**src/hdl/rtpl_pkg.sv**
```systemverilog
// ---------------------------------------------------------------------------
// rtpl_pkg
// Types and constants of the routing table prefix lookup block.
// ---------------------------------------------------------------------------
package rtpl_pkg;
  localparam int unsigned TableEntries = 16;

  localparam logic [2:0] OpAdd    = 3'd0;
  localparam logic [2:0] OpDelete = 3'd1;
  localparam logic [2:0] OpLookup = 3'd2;
  localparam logic [2:0] OpClear  = 3'd3;
  localparam logic [2:0] OpReadGw = 3'd4;

  localparam logic [2:0] StOk      = 3'd0;
  localparam logic [2:0] StDefault = 3'd1;
  localparam logic [2:0] StNoRoute = 3'd2;
  localparam logic [2:0] StFull    = 3'd3;
  localparam logic [2:0] StInvalid = 3'd4;

  localparam logic [1:0] KindNet     = 2'd0;
  localparam logic [1:0] KindHost    = 2'd1;
  localparam logic [1:0] KindDefault = 2'd2;

  typedef struct packed {
    logic [2:0]  operation;
    logic [63:0] dst_high;
    logic [63:0] dst_low;
    logic        dst_given;
    logic [63:0] gw_high;
    logic [63:0] gw_low;
    logic        gw_given;
    logic [7:0]  iface;
    logic        iface_given;
  } req_t;

  typedef struct packed {
    logic [63:0] hop_high;
    logic [63:0] hop_low;
    logic [7:0]  iface_out;
    logic [2:0]  status;
  } rsp_t;

  // Compare result handed from the compare unit to the sequencer.
  typedef struct packed {
    logic       dst_eq;
    logic [4:0] len;
  } cmp_t;

  // Leading zero bytes of a 64-bit word, 0 to 8.
  function automatic logic [3:0] lead_bytes(input logic [63:0] x);
    logic [3:0] n;
    logic       stop;
    n = 4'd0;
    stop = 1'b0;
    for (int b = 0; b < 8; b++) begin
      if (!stop && x[63-8*b -: 8] == 8'd0) n = n + 4'd1;
      else stop = 1'b1;
    end
    return n;
  endfunction
endpackage

```
**src/hdl/rtpl_cmp.sv**
```systemverilog
// ---------------------------------------------------------------------------
// rtpl_cmp
// Shared compare unit: common leading bytes and equality of two addresses.
// ---------------------------------------------------------------------------
module rtpl_cmp (
  input  logic [63:0]   a_high_i,
  input  logic [63:0]   a_low_i,
  input  logic [63:0]   b_high_i,
  input  logic [63:0]   b_low_i,
  output rtpl_pkg::cmp_t cmp_o
);
  logic [63:0] xh, xl;
  assign xh = a_high_i ^ b_high_i;
  assign xl = a_low_i ^ b_low_i;
  assign cmp_o.dst_eq = (xh == 64'd0) && (xl == 64'd0);
  // The count is 16 when all bytes match.
  assign cmp_o.len = (xh != 64'd0) ? {1'b0, rtpl_pkg::lead_bytes(xh)}
                                   : 5'd8 + {1'b0, rtpl_pkg::lead_bytes(xl)};
endmodule

```
**config.mk**
```make
export PLATFORM = sky130hd
export DESIGN_NAME = rtpl_cmp
export DESIGN_NICKNAME = d
export VERILOG_FILES = /design/src/hdl/rtpl_pkg.sv /design/src/hdl/rtpl_cmp.sv
export SDC_FILE = /design/constraint.sdc
export NUM_CORES = 1
export LEC_CHECK = 0
export CORE_AREA = 2 2 103 105
export DETAILED_ROUTE_END_ITERATION = 10
export DIE_AREA = 0 0 105 107
export DONT_BUFFER_PORTS = 1
export GPL_TIMING_DRIVEN = 0
export PLACE_DENSITY_LB_ADDON = 0.3
export SYNTH_ARGS = -nofsm -noshare
export SYNTH_HDL_FRONTEND = slang
export SYNTH_SLANG_ARGS = --single-unit
```
**constraint.sdc**
```tcl
create_clock -name vclk -period 9.41
set_input_delay 0.4705 -clock vclk [all_inputs]
set_output_delay 0.4705 -clock vclk [all_outputs]
set_load 0.005 [all_outputs]
```
Word-level counts from Yosys, hierarchy flattened

Index checks and enable logic that the tools add are counted.

Add/subtract/negate cells: 15
Multiplexer cells: 31
Bitwise gates (word level): 2
Reduce and logical (&&, ||, !) cells: 46

Operators with widths:

| cell                                        | count |
|---|---|
| zero test 64 bit                            | 2 |
| zero test 8 bit                             | 16 |
| bitwise XOR 64 bit                          | 2 |
| nonzero test 64 bit                         | 1 |
| adder 4 x 1 -> 4 bit, second input constant | 13 |
| 2-to-1 mux 4 bit                            | 13 |
| 2-to-1 mux 1 bit                            | 16 |
| logical AND 1 bit                           | 15 |
| zero test 1 bit                             | 12 |
| adder 4 x 4 -> 5 bit, first input constant  | 1 |
| 2-to-1 mux 5 bit                            | 1 |
| adder 1 x 1 -> 2 bit, second input constant | 1 |
| 2-to-1 mux 2 bit                            | 1 |

Flip-flop bits (word level): 0
Bits of input ports: 256
Output and inout port bits: 6
Logic and storage cells: 94

Logic depth before layout (Yosys ltp)

Depth after elaboration: 24
Mapped depth: 19
Gate-level depth less buffers: 19

Worst setup path before layout

Ideal clock, no wire load.

Path kind: input to output
From: input b_low_i[50]
To: output cmp_o[4] (netlist bit)
Data arrival time: 3848 ps
Required time: 8939 ps
Setup slack: 5091 ps
Cell stages on the path: 18
Buffers on the path: 0
Cell sequence: xor2_1 > nor4_1 > nand4_1 > clkinv_2 > ha_1 > inv_1 > a21oi_1 > ha_1 > nand3_1 > a31oi_1 > ha_1 > a21o_1 > ha_1 > a31o_1 > a311oi_1 > nor4b_4 > xnor2_1 > nor2b_1

RTL lines:

| element     | line           | source |
|---|---|---|
| from (decl) | rtpl_cmp.sv:9  | `input logic [63:0] b_low_i,` |
| to (decl)   | rtpl_cmp.sv:10 | `output rtpl_pkg::cmp_t cmp_o` |

==> impl_metrics.toml <==
[synth]
avgSynthCellArea_um2 = 8.18
syn-cell-area_mm2 = 0.00223
synth_top_cells_by_count = "xor2_1, xnor2_1, nor4_1, nand2_1, nand4_1"
synth_cells = 273
synth_top_area_share_pct = 38.5
ys_top_cells_by_area = "xor2_1, xnor2_1, ha_1"
mappedNetlistNets = 539
synth_top_area_cell = "xor2_1"
yosysSeqAreaShare_pct = 0
ys.warnings.count = 0
ys_types = 45
synth_most_common_cell = "xor2_1"

[detailed_routing]
route.detailed.drc = 0
vias = 2025
wl_per_cell_um = 16.0
ant_nets = 0
drt_iter0_drc = 51
routed_wirelength_um = 6560
via_per_inst = 4.95
drtPass1Iterations = 4

[timing]
worst_pin_slew_ns = 0.498
finalHoldViolCount = 0
clock.fmax_mhz = 205
setup_violations = 0
fin_crit_sh_pct = 51.8
fin_crit_ns = 4.88
drv_slew = 0
slew_headroom_pct = 66.5
rsz0062_at_grt = "false"
tns_ns = 0

[floorplanning]
num_rows = 37
die_area_mm2 = 0.0112
die_w_um = 105
num_io_pins = 262
die_h_um = 107
start_util_pct = 22.1
fp.coreArea_mm2 = 0.0101

[outcome]
outcome = "finished clean"

[placed_design]
dp.cells = 409
port_buffers = 0
placed_area_mm2 = 0.00240
finalWeightedCongestion = 0.730
dp_hpwl_um = 6280

[setup_path]
cp-endpoint = "cmp_o[4]"
crit_arrival_ns = 4.41
worstSetupStartpoint = "b_low_i[50]"
critPathLaunchType = "primary input"
path_max_fanout = 5
end_kind = "output pin"
cp_data_required_time_ns = 8.94
worstSetupPathType = "in -> out"

[layout]
n_antenna_cell = 0
fin_nets = 541
seq_cell_count = 0
clock_buffers = 0
synthToLayoutAreaGrowth_pct = 7.62
final_layout_size_suffix_gt1_share_pct = 8.06
stdcell_count = 409
fin_area_mm2 = 0.00240
ff_latch_area_um2 = 0

[grt]
grt_usage_pct = 9.91
grt_pass1_vias = 2016
grt_max_degree = 10
grt_first_pass_wirelength_um = 8880
grt-ovfl-total = 0
antenna_found_initial = 0

[clock_tree]
hold_buffers = 0
ctsResizeCount = 0
postCtsSetupRepairBufs = 0

[pwr]
ir_drop_uv = 8.43
finalPower_mw = 0.0579
p_leak_nw = 0.959
power_density_mw_per_mm2 = 24.1

[run]
cap_violations = 0

[min_path]
hold_path_class = "in -> out"
power by group:
group / leakage (nW) / switching [mW] / total (mW) / internal, mW
Sequential: 0 / 0 / 0 / 0
Combinational: 0.959 / 0.0260 / 0.0579 / 0.0319
Clock: 0 / 0 / 0 / 0
Total: 0.959 / 0.0260 / 0.0579 / 0.0319
final cells by class:
cell class,instances,area (um^2)
Tap cell,136,170
Buffer,2,15.0
Inverter,10,38.8
Multi-Input combinational cell,261,2180
Fill cell,1090,7690
worst max-delay path, stage by stage:
cell	delay, ns
xor2_1	0.14
nor4_1	0.48
nand4_1	0.28
clkinv_2	0.16
ha_1	0.25
inv_1	0.06
a21oi_1	0.06
ha_1	0.30
nand3_1	0.08
a31oi_1	0.26
ha_1	0.30
a21o_1	0.16
ha_1	0.20
a31o_1	0.20
a311oi_1	0.43
nor4b_4	0.08
xnor2_1	0.21
nor2b_1	0.28
layer usage:
layer  global-route usage, %  share of wire, %
met1                    8.06                29
met2                    23.8                60
met3                    1.16               9.2
met4                    1.81               1.9
met5                       0                 0
cells in the final DEF (no fill, tap or decap), drive strengths merged, types with 2 or more instances in the layout:
master   count
xor2        98
xnor2       33
nor4        27
nand4       13
nand2       12
nor2        10
ha          10
inv          9
a31oi        5
nand3        5
o21ai        5
and4         4
a21oi        4
o211ai       3
a21o         3
nor3         3
mux2i        3
buf          2
nor2b        2
and3         2
o2111ai      2
mux2         2
and2         2
cells by family after synthesis:
| family | Yosys count | share of synthesized area (%) |
|---|---|---|
| XOR/XNOR | 132 | 52.4 |
| multiplexers | 5 | 2.35 |
| AND/OR/NAND/NOR | 85 | 28.4 |
| buffers and inverters | 12 | 2.41 |
| AO/OA/AOI/OAI | 29 | 8.80 |
| adder cells (fa/ha/maj) | 10 | 5.61 |
metrics by stage:
stage / hold WS, ns / utilization, % / worst slack, ns
6_report: 1.38 / 23.8 / 4.53
5_1_grt: 1.44 / 23.8 / 4.11
4_1_cts: 1.39 / 23.8 / 4.50
3_5_place_dp: 1.39 / 23.8 / 4.51
3_3_place_gp: 1.40 / 23.8 / 4.56
2_1_floorplan: 1.28 / - / 5.09
worst min-delay path by stage:
stage / startpoint / endpoint / slack (ns) / depth (start not counted)
3_3_place_gp: a_high_i[5] / cmp_o[5] / 1.40 / 5
5_1_grt: a_high_i[5] / cmp_o[5] / 1.44 / 5
6_report: a_high_i[5] / cmp_o[5] / 1.38 / 5
2_1_floorplan: a_high_i[6] / cmp_o[4] / 1.28 / 5
3_5_place_dp: a_high_i[5] / cmp_o[5] / 1.39 / 5
4_1_cts: a_high_i[5] / cmp_o[5] / 1.39 / 5
(Power assumes the default switching activity.)
